### src/design/c8fd_pkg.sv
// ----------------------------------------------------------------------------
// c8fd_pkg
// Shared types, constants and the CRC-8 byte step for the frame deframer.
// ----------------------------------------------------------------------------
package c8fd_pkg;

	// Framing characters
	localparam logic [7:0] CHAR_DOLLAR = 8'h24;
	localparam logic [7:0] CHAR_BANG   = 8'h21;
	localparam logic [7:0] CHAR_LF     = 8'h0A;

	// Frame buffer depth default
	localparam int DEF_BUF_DEPTH = 32;

	// Configuration port
	localparam int CFG_IDX_W = 4;
	localparam int CFG_DAT_W = 8;
	localparam logic [CFG_IDX_W-1:0] REG_MAX_LEN  = 4'd0;
	localparam logic [CFG_IDX_W-1:0] REG_CRC_POLY = 4'd1;
	localparam logic [5:0] MAX_LEN_RST  = 6'd32;
	localparam logic [7:0] CRC_POLY_RST = 8'h07;

	// Error counters
	localparam int CNT_W = 16;
	localparam logic [CNT_W-1:0] CNT_MAX = '1;

	// Control sequencer
	typedef enum logic [8:0] {
		ST_IDLE    = 9'b000000001,
		ST_CRC_RD  = 9'b000000010,
		ST_CRC_ACC = 9'b000000100,
		ST_CRC_CHK = 9'b000001000,
		ST_PRE0    = 9'b000010000,
		ST_PRE1    = 9'b000100000,
		ST_RD      = 9'b001000000,
		ST_MEM     = 9'b010000000,
		ST_TRAIL   = 9'b100000000
	} ctl_state_t;

	// Position within the frame being received
	typedef enum logic [6:0] {
		P_HUNT = 7'b0000001,
		P_BANG = 7'b0000010,
		P_LEN0 = 7'b0000100,
		P_LEN1 = 7'b0001000,
		P_BODY = 7'b0010000,
		P_CRC  = 7'b0100000,
		P_END  = 7'b1000000
	} frm_phase_t;

	// One byte of MSB-first CRC-8, no reflection
	function automatic logic [7:0] crc8_byte(input logic [7:0] crc_in,
		input logic [7:0] b, input logic [7:0] poly);
		logic [7:0] c;
		c = crc_in ^ b;
		for (int k = 0; k < 8; k++) begin
			c = c[7] ? ({c[6:0], 1'b0} ^ poly) : {c[6:0], 1'b0};
		end
		return c;
	endfunction

endpackage

### src/design/crc8_frame_receiver_deframer_core.sv
// ----------------------------------------------------------------------------
// crc8_frame_receiver_deframer_core
// Hunts a byte stream for '$' '!' len16 body crc8 '\n' frames, buffers the
// body in RAM, checks the CRC and emits good frames or flushes bad ones.
//
//   channel | direction | handshake             | payload
//   --------+-----------+-----------------------+------------------------------
//   in      | in        | in_valid / in_ready   | rx_byte
//   out     | out       | out_valid / out_ready | kind, data, last, 3 counters
//   cfg     | in        | cfg_valid / cfg_ready | cfg_index, cfg_data
//
// A byte is taken while the sequencer is idle; every word it causes is then
// emitted from its own state ('$', '!', the trailing byte) or after a RAM
// read (a buffered byte). The CRC check walks the buffer byte by byte.
// in_ready is high only while the sequencer is idle; the last word of a
// byte may still sit in the output register then. out_ready low stalls the
// emit states. No clearing pass after reset; cfg_ready is always high.
// ----------------------------------------------------------------------------
module crc8_frame_receiver_deframer_core #(
	parameter int BUF_DEPTH = c8fd_pkg::DEF_BUF_DEPTH
) (
	input  logic                           clk,
	input  logic                           arst_n,
	input  logic                           in_valid,
	output logic                           in_ready,
	input  logic [7:0]                     rx_byte,
	output logic                           out_valid,
	input  logic                           out_ready,
	output logic                           kind,
	output logic [7:0]                     data,
	output logic                           last,
	output logic [c8fd_pkg::CNT_W-1:0]     too_big_errors,
	output logic [c8fd_pkg::CNT_W-1:0]     crc_errors,
	output logic [c8fd_pkg::CNT_W-1:0]     suffix_errors,
	input  logic                           cfg_valid,
	output logic                           cfg_ready,
	input  logic [c8fd_pkg::CFG_IDX_W-1:0] cfg_index,
	input  logic [c8fd_pkg::CFG_DAT_W-1:0] cfg_data
);

	import c8fd_pkg::*;

	localparam int AW = $clog2(BUF_DEPTH);
	localparam int CW = $clog2(BUF_DEPTH + 1);

	// Control state
	ctl_state_t         state_q, state_d;
	frm_phase_t         phase_q, phase_d;
	logic [CW-1:0]      fill_q, fill_d;
	logic [CW-1:0]      len_q, len_d;
	logic [CNT_W-1:0]   too_big_q, too_big_d;
	logic [CNT_W-1:0]   bad_crc_q, bad_crc_d;
	logic [CNT_W-1:0]   bad_end_q, bad_end_d;
	logic               ov_q, ov_d;
	logic [5:0]         max_len_q;
	logic [7:0]         poly_q;

	// Working registers
	logic [7:0]         len_lo_q, len_lo_d;
	logic [7:0]         byte_q, byte_d;
	logic               bang_q, bang_d;
	logic               trail_q, trail_d;
	logic               pkind_q, pkind_d;
	logic [CW-1:0]      mem_cnt_q, mem_cnt_d;
	logic [CW-1:0]      idx_q, idx_d;
	logic [7:0]         crc_q, crc_d;

	// Output payload
	logic               o_kind_q, o_last_q;
	logic [7:0]         o_data_q;
	logic [CNT_W-1:0]   o_big_q, o_crc_q, o_end_q;

	// RAM port
	logic               ram_we, ram_re;
	logic [AW-1:0]      ram_waddr, ram_raddr;
	logic [7:0]         ram_rdata;

	// Emit request
	logic               emit;
	logic               e_kind, e_last;
	logic [7:0]         e_data;

	logic               accept;
	logic               slot_free;
	logic [15:0]        len_full;
	logic               too_big;
	logic [CW-1:0]      fill_inc;
	logic [CW-1:0]      idx_inc;

	assign in_ready  = (state_q == ST_IDLE);
	assign accept    = in_valid && in_ready;
	assign slot_free = !ov_q || out_ready;
	assign cfg_ready = 1'b1;

	assign len_full = {rx_byte, len_lo_q};
	assign too_big  = (len_full > {10'd0, max_len_q}) || (len_full > 16'(BUF_DEPTH));
	assign fill_inc = fill_q + CW'(1);
	assign idx_inc  = idx_q + CW'(1);

	c8fd_ram #(
		.WIDTH (8),
		.DEPTH (BUF_DEPTH)
	) u_store (
		.clk   (clk),
		.we    (ram_we),
		.waddr (ram_waddr),
		.wdata (rx_byte),
		.re    (ram_re),
		.raddr (ram_raddr),
		.rdata (ram_rdata)
	);

	// Frame parser and emit sequencer
	always_comb begin
		state_d   = state_q;
		phase_d   = phase_q;
		fill_d    = fill_q;
		len_d     = len_q;
		too_big_d = too_big_q;
		bad_crc_d = bad_crc_q;
		bad_end_d = bad_end_q;
		len_lo_d  = len_lo_q;
		byte_d    = byte_q;
		bang_d    = bang_q;
		trail_d   = trail_q;
		pkind_d   = pkind_q;
		mem_cnt_d = mem_cnt_q;
		idx_d     = idx_q;
		crc_d     = crc_q;
		ram_we    = 1'b0;
		ram_waddr = fill_q[AW-1:0];
		ram_re    = 1'b0;
		ram_raddr = idx_q[AW-1:0];
		emit      = 1'b0;
		e_kind    = 1'b0;
		e_data    = byte_q;
		e_last    = 1'b0;

		unique case (state_q)
			ST_IDLE: begin
				if (accept) begin
					byte_d  = rx_byte;
					idx_d   = '0;
					bang_d  = 1'b0;
					trail_d = 1'b0;
					pkind_d = 1'b0;
					mem_cnt_d = '0;
					unique case (phase_q)
						P_BANG: begin
							if (rx_byte == CHAR_BANG) begin
								phase_d = P_LEN0;
								fill_d  = '0;
							end else begin
								// lone '$': give it back with this byte
								phase_d = P_HUNT;
								trail_d = 1'b1;
								state_d = ST_PRE0;
							end
						end
						P_LEN0: begin
							ram_we    = 1'b1;
							ram_waddr = '0;
							len_lo_d  = rx_byte;
							fill_d    = CW'(1);
							phase_d   = P_LEN1;
						end
						P_LEN1: begin
							ram_we    = 1'b1;
							ram_waddr = AW'(1);
							len_d     = len_full[CW-1:0];
							if (too_big) begin
								if (too_big_q != CNT_MAX) begin
									too_big_d = too_big_q + CNT_W'(1);
								end
								bang_d    = 1'b1;
								mem_cnt_d = CW'(2);
								fill_d    = '0;
								phase_d   = P_HUNT;
								state_d   = ST_PRE0;
							end else begin
								fill_d  = CW'(2);
								phase_d = P_BODY;
							end
						end
						P_BODY: begin
							ram_we = 1'b1;
							fill_d = fill_inc;
							if (fill_inc >= len_q) begin
								phase_d = P_CRC;
							end
						end
						P_CRC: begin
							phase_d = P_END;
							crc_d   = '0;
							state_d = (len_q == '0) ? ST_CRC_CHK : ST_CRC_RD;
						end
						P_END: begin
							phase_d   = P_HUNT;
							mem_cnt_d = fill_q;
							fill_d    = '0;
							if (rx_byte == CHAR_LF) begin
								pkind_d = 1'b1;
								state_d = ST_RD;
							end else begin
								if (bad_end_q != CNT_MAX) begin
									bad_end_d = bad_end_q + CNT_W'(1);
								end
								bang_d  = 1'b1;
								trail_d = 1'b1;
								state_d = ST_PRE0;
							end
						end
						default: begin
							// hunting for '$'
							if (rx_byte == CHAR_DOLLAR) begin
								phase_d = P_BANG;
							end else begin
								phase_d = P_HUNT;
								trail_d = 1'b1;
								state_d = ST_TRAIL;
							end
						end
					endcase
				end
			end
			ST_CRC_RD: begin
				ram_re  = 1'b1;
				state_d = ST_CRC_ACC;
			end
			ST_CRC_ACC: begin
				crc_d   = crc8_byte(crc_q, ram_rdata, poly_q);
				idx_d   = idx_inc;
				state_d = (idx_inc == len_q) ? ST_CRC_CHK : ST_CRC_RD;
			end
			ST_CRC_CHK: begin
				idx_d = '0;
				if (crc_q != byte_q) begin
					if (bad_crc_q != CNT_MAX) begin
						bad_crc_d = bad_crc_q + CNT_W'(1);
					end
					bang_d    = 1'b1;
					trail_d   = 1'b1;
					pkind_d   = 1'b0;
					mem_cnt_d = fill_q;
					fill_d    = '0;
					phase_d   = P_HUNT;
					state_d   = ST_PRE0;
				end else begin
					state_d = ST_IDLE;
				end
			end
			ST_PRE0: begin
				if (slot_free) begin
					emit   = 1'b1;
					e_data = CHAR_DOLLAR;
					e_last = !bang_q && (mem_cnt_q == '0) && !trail_q;
					if (bang_q) begin
						state_d = ST_PRE1;
					end else if (mem_cnt_q != '0) begin
						state_d = ST_RD;
					end else if (trail_q) begin
						state_d = ST_TRAIL;
					end else begin
						state_d = ST_IDLE;
					end
				end
			end
			ST_PRE1: begin
				if (slot_free) begin
					emit   = 1'b1;
					e_data = CHAR_BANG;
					e_last = (mem_cnt_q == '0) && !trail_q;
					if (mem_cnt_q != '0) begin
						state_d = ST_RD;
					end else if (trail_q) begin
						state_d = ST_TRAIL;
					end else begin
						state_d = ST_IDLE;
					end
				end
			end
			ST_RD: begin
				ram_re  = 1'b1;
				state_d = ST_MEM;
			end
			ST_MEM: begin
				if (slot_free) begin
					emit   = 1'b1;
					e_kind = pkind_q;
					e_data = ram_rdata;
					e_last = (idx_inc == mem_cnt_q) && !trail_q;
					idx_d  = idx_inc;
					if (idx_inc != mem_cnt_q) begin
						state_d = ST_RD;
					end else if (trail_q) begin
						state_d = ST_TRAIL;
					end else begin
						state_d = ST_IDLE;
					end
				end
			end
			ST_TRAIL: begin
				if (slot_free) begin
					emit    = 1'b1;
					e_data  = byte_q;
					e_last  = 1'b1;
					state_d = ST_IDLE;
				end
			end
			default: begin
				state_d = ST_IDLE;
			end
		endcase
	end

	// Output register valid
	always_comb begin
		ov_d = ov_q && !out_ready;
		if (emit) begin
			ov_d = 1'b1;
		end
	end

	// Control registers
	always_ff @(posedge clk or negedge arst_n) begin
		if (!arst_n) begin
			state_q   <= ST_IDLE;
			phase_q   <= P_HUNT;
			fill_q    <= '0;
			len_q     <= '0;
			too_big_q <= '0;
			bad_crc_q <= '0;
			bad_end_q <= '0;
			ov_q      <= 1'b0;
		end else begin
			state_q   <= state_d;
			phase_q   <= phase_d;
			fill_q    <= fill_d;
			len_q     <= len_d;
			too_big_q <= too_big_d;
			bad_crc_q <= bad_crc_d;
			bad_end_q <= bad_end_d;
			ov_q      <= ov_d;
		end
	end

	// Configuration registers
	always_ff @(posedge clk or negedge arst_n) begin
		if (!arst_n) begin
			max_len_q <= MAX_LEN_RST;
			poly_q    <= CRC_POLY_RST;
		end else if (cfg_valid) begin
			if (cfg_index == REG_MAX_LEN) begin
				max_len_q <= cfg_data[5:0];
			end else if (cfg_index == REG_CRC_POLY) begin
				poly_q <= cfg_data;
			end
		end
	end

	// Working and payload registers
	always_ff @(posedge clk) begin
		len_lo_q  <= len_lo_d;
		byte_q    <= byte_d;
		bang_q    <= bang_d;
		trail_q   <= trail_d;
		pkind_q   <= pkind_d;
		mem_cnt_q <= mem_cnt_d;
		idx_q     <= idx_d;
		crc_q     <= crc_d;
		if (emit) begin
			o_kind_q <= e_kind;
			o_data_q <= e_data;
			o_last_q <= e_last;
			o_big_q  <= too_big_q;
			o_crc_q  <= bad_crc_q;
			o_end_q  <= bad_end_q;
		end
	end

	assign out_valid      = ov_q;
	assign kind           = o_kind_q;
	assign data           = o_data_q;
	assign last           = o_last_q;
	assign too_big_errors = o_big_q;
	assign crc_errors     = o_crc_q;
	assign suffix_errors  = o_end_q;

endmodule

### src/design/c8fd_ram.sv
// ----------------------------------------------------------------------------
// c8fd_ram
// Simple dual-port RAM: one write port, one read port with registered data.
// ----------------------------------------------------------------------------
module c8fd_ram #(
	parameter int WIDTH = 8,
	parameter int DEPTH = 32
) (
	input  logic                     clk,
	input  logic                     we,
	input  logic [$clog2(DEPTH)-1:0] waddr,
	input  logic [WIDTH-1:0]         wdata,
	input  logic                     re,
	input  logic [$clog2(DEPTH)-1:0] raddr,
	output logic [WIDTH-1:0]         rdata
);

	logic [WIDTH-1:0] mem_q [DEPTH];

	always_ff @(posedge clk) begin
		if (we) begin
			mem_q[waddr] <= wdata;
		end
		if (re) begin
			rdata <= mem_q[raddr];
		end
	end

endmodule

### config.mk
export PLATFORM = sky130hd
export DESIGN_NAME = crc8_frame_receiver_deframer_core
export DESIGN_NICKNAME = d
export VERILOG_FILES = /design/src/design/c8fd_pkg.sv /design/src/design/crc8_frame_receiver_deframer_core.sv /design/src/design/c8fd_ram.sv
export SDC_FILE = /design/constraint.sdc
export NUM_CORES = 1
export LEC_CHECK = 0
export BUFFER_PORTS_ARGS = -buffer_cell sky130_fd_sc_hd__buf_2
export CORE_UTILIZATION = 56
export CTS_CLUSTER_SIZE = 10
export DETAILED_ROUTE_END_ITERATION = 12
export GPL_TIMING_DRIVEN = 1
export PLACE_DENSITY_LB_ADDON = 0.1
export SYNTH_ARGS = -nofsm -noshare
export SYNTH_HDL_FRONTEND = slang
export SYNTH_SLANG_ARGS = --single-unit
### constraint.sdc
create_clock -name clk -period 4.26 [get_ports clk]
set_input_delay 0.852 -clock clk [delete_from_list [all_inputs] [get_ports clk]]
set_output_delay 0.852 -clock clk [all_outputs]
set_load 0.005 [all_outputs]
==> impl_summary.log <==
[metrics] final-report hold violation count: 0
[metrics] compound-cell area share of the yosys netlist: 0.0692
[metrics] synthesized area per cell: roughly 14 um2
[metrics] largest cells by area after synthesis: edfxtp_1 54%, dfrtp_1 11%, mux4_2 3.6%
[metrics] Clock Path Buffers: 3
[metrics] Overall Power: between 10 and 15 mW
[metrics] setup slack of the critical path after layout: between 0.1 and 0.15 ns
[metrics] post-synthesis sequential element count: 452
[metrics] wire length of the first global-routing pass: 67800 um
[metrics] number of buffers added on ports: 84
[metrics] post-synthesis cell count: ~1400
[metrics] Max-Cap Viols: 0
[metrics] relative slew slack: 0.220
[metrics] leakage power summed over all cells: a little over 8 nW
[metrics] largest net degree at the start of global routing: 63
[metrics] number of sinks driven by the clock tree: around 450
[metrics] summed area of non-filler cells in the final layout: around 23000 um2
[metrics] fraction of synthesized cell area taken by the top area cell type: 0.543
[metrics] adder-cell area share of the yosys netlist: 0.0107
[metrics] main combinational cell family by area after synthesis: simple AND/OR/NAND/NOR gates
[metrics] vias post-DR: 12134
[metrics] total gr overflow: 0
[metrics] antenna violations before repair: 0
[metrics] count of boundary I/O pins: 86
[metrics] Worst setup EP type: flip-flop
[metrics] total of fill cells in the finished design: 2541
[metrics] final core utilization: 0.651
[metrics] Area Overhead vs Synth: 13.4%
[metrics] peak per-stage delay on the critical path: 0.54 ns
[metrics] instance area at placement: approximately 21000 um2
[metrics] clock transition at the registers of the reported paths: around 0.06 ns
[metrics] Period Utilization, post-route: 0.966
[metrics] power density over the cells: ~560 nW/um2
[metrics] area inside the core boundary: ~35000 um2
[metrics] number of nets still failing antenna checks after routing: 0
[metrics] initial DRC count: roughly 870
[metrics] vias per cell: around 5.9
[metrics] result of the run: finished clean
[metrics] most frequent cell on the critical path: xnor2_2
[metrics] flip-flop cell with the highest count after synthesis: edfxtp_1
[metrics] Post-Syn Nets: 1472
[metrics] post-route clock skew: 0.0183 ns
[metrics] Crit path arrival time: around 4.5 ns
[metrics] kind of critical path: reg2reg
[metrics] HP Class: in2async
[metrics] sequential fraction of the synthesis area: 0.657
[metrics] post-synth cell types: between 70 and 80
[metrics] final-report max-slew violation count: 0
[metrics] floorplan die height: 191 um
[metrics] cell accounting for the most synthesized area: edfxtp_1
[metrics] number of H-tree levels: 2
[metrics] critical path peak fanout: 10
[metrics] maximum VDD drop: approximately 420 uV
[metrics] min cycle time layout: a little over 4 ns
[metrics] worst-path cell chain: xnor2_4, xnor2_2, o21ai_1, a32o_1, a211oi_2, xnor2_2, a211oi_1, o211ai_1, nand4_1, nand3_1, xnor3_1, nor2_1
[metrics] reg2reg setup slack: 0.15 ns
[metrics] master cell of the clock root buffer: clkbuf_16
[metrics] global router's overall resource usage: 0.248
[metrics] vias in the first global route: ~12000
[metrics] Post-Route WL: 44000 um
[metrics] number of nets in the layout: 1608
[metrics] floorplan row count: 68
[metrics] Cell Area, Synth: 20000 um2
[metrics] startpoint type of the worst setup path: flip-flop
[metrics] synthesized-area fraction occupied by xor and xnor cells: 0.0625
[metrics] fraction of registers with async set or reset after synthesis: 0.201
[metrics] clock tree from TritonCTS: done
[metrics] die footprint: between 30000 and 40000 um2
[metrics] starting utilization of the core area: 0.574
[metrics] mux contribution to synthesized area: 0.0840
[metrics] TritonCTS buffer count: slightly above 50
[metrics] Routability Congestion: roughly 0.9
[metrics] clock latency on the worst-skew pair: between 0.5 and 0.6 ns
[metrics] Detailed Routing Iterations Pass 1: 5
[metrics] Worst Tran Pin Value: about 1.2 ns
[metrics] setup violation total in the final timing report: 0
[metrics] number of enable-type register cells in the synthesized netlist: approximately 360
[metrics] post-synthesis simple-gate area fraction: 0.0988
[metrics] detailed placer's ending HPWL: about 30000 um
[metrics] cell with the biggest individual delay on the critical path: edfxtp_1
[metrics] placement-stage worst setup slack: between 0.15 and 0.2 ns
[metrics] Antenna diodes: 0
[metrics] DRC Markers: 0
[metrics] count of non-filler cells in the finished layout: just over 2000
[metrics] maximum clock frequency: roughly 0.24 GHz
[metrics] data required time at the worst endpoint: around 4.6 ns
[metrics] fraction of layout instances using a drive strength above 1: 0.178
[metrics] post-DR wirelength/cell: roughly 21 um
[metrics] number of cells after detailed placement: between 1500 and 2000
[metrics] number of synthesis warnings: 0
[metrics] die boundary width: between 150 and 200 um
-- cells by family after synthesis --
family / after synthesis
AOI/OAI and AO/OA: 210
xor gates and xnor gates: 125
adders and majority gates: 17
buffers and inverters: 87
DFF: 452
muxes: 123
other: 1
and+or+nand+nor: 415
-- report_power, final --
group          leakage (nW)  internal (mW)  switching [mW]  total, mW
logic                  3.14           1.46            2.01       3.46
registers              4.45           5.16           0.232       5.39
clock network         0.691           2.21            1.63       3.85
-- per-stage QoR --
| stage | hold WS [ns] | TNS, ns |
|---|---|---|
| CTS | 0.373 | 0 |
| global placement | 0.436 | 0 |
| finish | 0.362 | 0 |
| global route | 0.425 | -0.00843 |
| floorplan | 0.425 | 0 |
| detailed placement | 0.444 | 0 |
-- final timing paths --
| check | startpoint | end | depth (start not counted) |
|---|---|---|---|
| min in group clk | bad_end_q[14] | suffix_errors[14] | 0 |
| hold / removal | arst_n | bad_crc_q[13] | 1 |
| max in group asynchronous | arst_n | too_big_q[5] | 2 |
| hold reg to reg | bad_end_q[14] | suffix_errors[14] | 0 |
| setup / recovery | u_store.rdata[7] | crc_q[4] | 12 |
| setup reg to reg | u_store.rdata[7] | crc_q[4] | 12 |
-- cells in the final DEF, fill, tap and decap left out, types with 31 or more instances in the layout --
cell | synthesis | layout
a21oi_1 | 42 | 42
buf_2 | 1 | 83
buf_4 | 2 | 53
clkbuf_16 | 0 | 51
dfrtp_1 | 85 | 85
edfxtp_1 | 361 | 361
inv_1 | 31 | 31
mux2_2 | 37 | 37
mux2i_1 | 54 | 54
mux4_2 | 32 | 32
nand2_1 | 127 | 127
nand3_1 | 50 | 50
nor2_1 | 114 | 113
o21ai_0 | 57 | 57
xnor2_1 | 74 | 73
xor2_1 | 38 | 38
-- layout make-up --
cell class,count,area [um2],area share
Multi-Input combinational cell,891,6540,0.289
Tap cell,455,569,0.0251
Inverter,32,120,0.00530
Timing Repair Buffer,138,853,0.0377
Sequential cell,452,13100,0.580
Clock buffer,79,1380,0.0610
Clock inverter,5,61.3,0.00271
-- worst max-delay path, delay by kind of cell, from the launching register on --
kind	cells	cell delay, ns
AND/OR/NAND/NOR	3	0.47
AO/OA/AOI/OAI	5	1.56
XOR/XNOR	4	1.29
flip-flops	1	0.54
-- Yosys cell counts, drive strengths merged, types with 4 or more instances --
cell type / n
nor3: 17
or3: 4
nor2b: 10
and3: 12
nor2: 114
nand2b: 13
buf: 12
o221ai: 25
and2: 11
o22ai: 10
a211oi: 11
a22o: 6
o21a: 7
mux2i: 54
o211a: 4
a21o: 5
xor2: 39
nand4b: 6
dfrtp: 85
a31oi: 9
xnor2: 79
nand4: 15
ha: 17
a21oi: 42
o211ai: 12
xnor3: 7
and4: 7
nand3: 50
mux4: 32
edfxtp: 361
a311oi: 4
dfstp: 6
mux2: 37
nor4: 11
o21ai: 60
nand2: 128
clkbuf: 43
inv: 31
-- what timing repair did --
action,4_1_cts,5_1_grt
endpoints found under the setup margin,0,5
hold buffers,0,0
resized for setup,0,3
buffers inserted,0,1
-- per-layer routing --
metal / share of wire / GRT usage / routed length [um] / vias to the layer above
li1: - / - / - / 5631
met1: 0.44 / 0.359 / 19600 / 6051
met2: 0.47 / 0.392 / 20900 / 389
met3: 0.061 / 0.0322 / 2690 / 63
met4: 0.021 / 0.0800 / 904 / 0
met5: 0 / 0 / 0 / -
-- sequential cells by signal, indices dropped and copies added (netlist names), 6 cells and up --
signal          cells
fill_q              6
data                8
len_lo_q            8
bad_end_q          16
mem_cnt_q           6
too_big_errors     16
idx_q               6
max_len_q           6
poly_q              8
crc_q               8
u_store.rdata       8
suffix_errors      16
byte_q              8
crc_errors         16
len_q               6
bad_crc_q          16
state_q             9
too_big_q          16
u_store.mem_q     256
phase_q             7
Note: power is estimated with default switching activity, not from simulation.
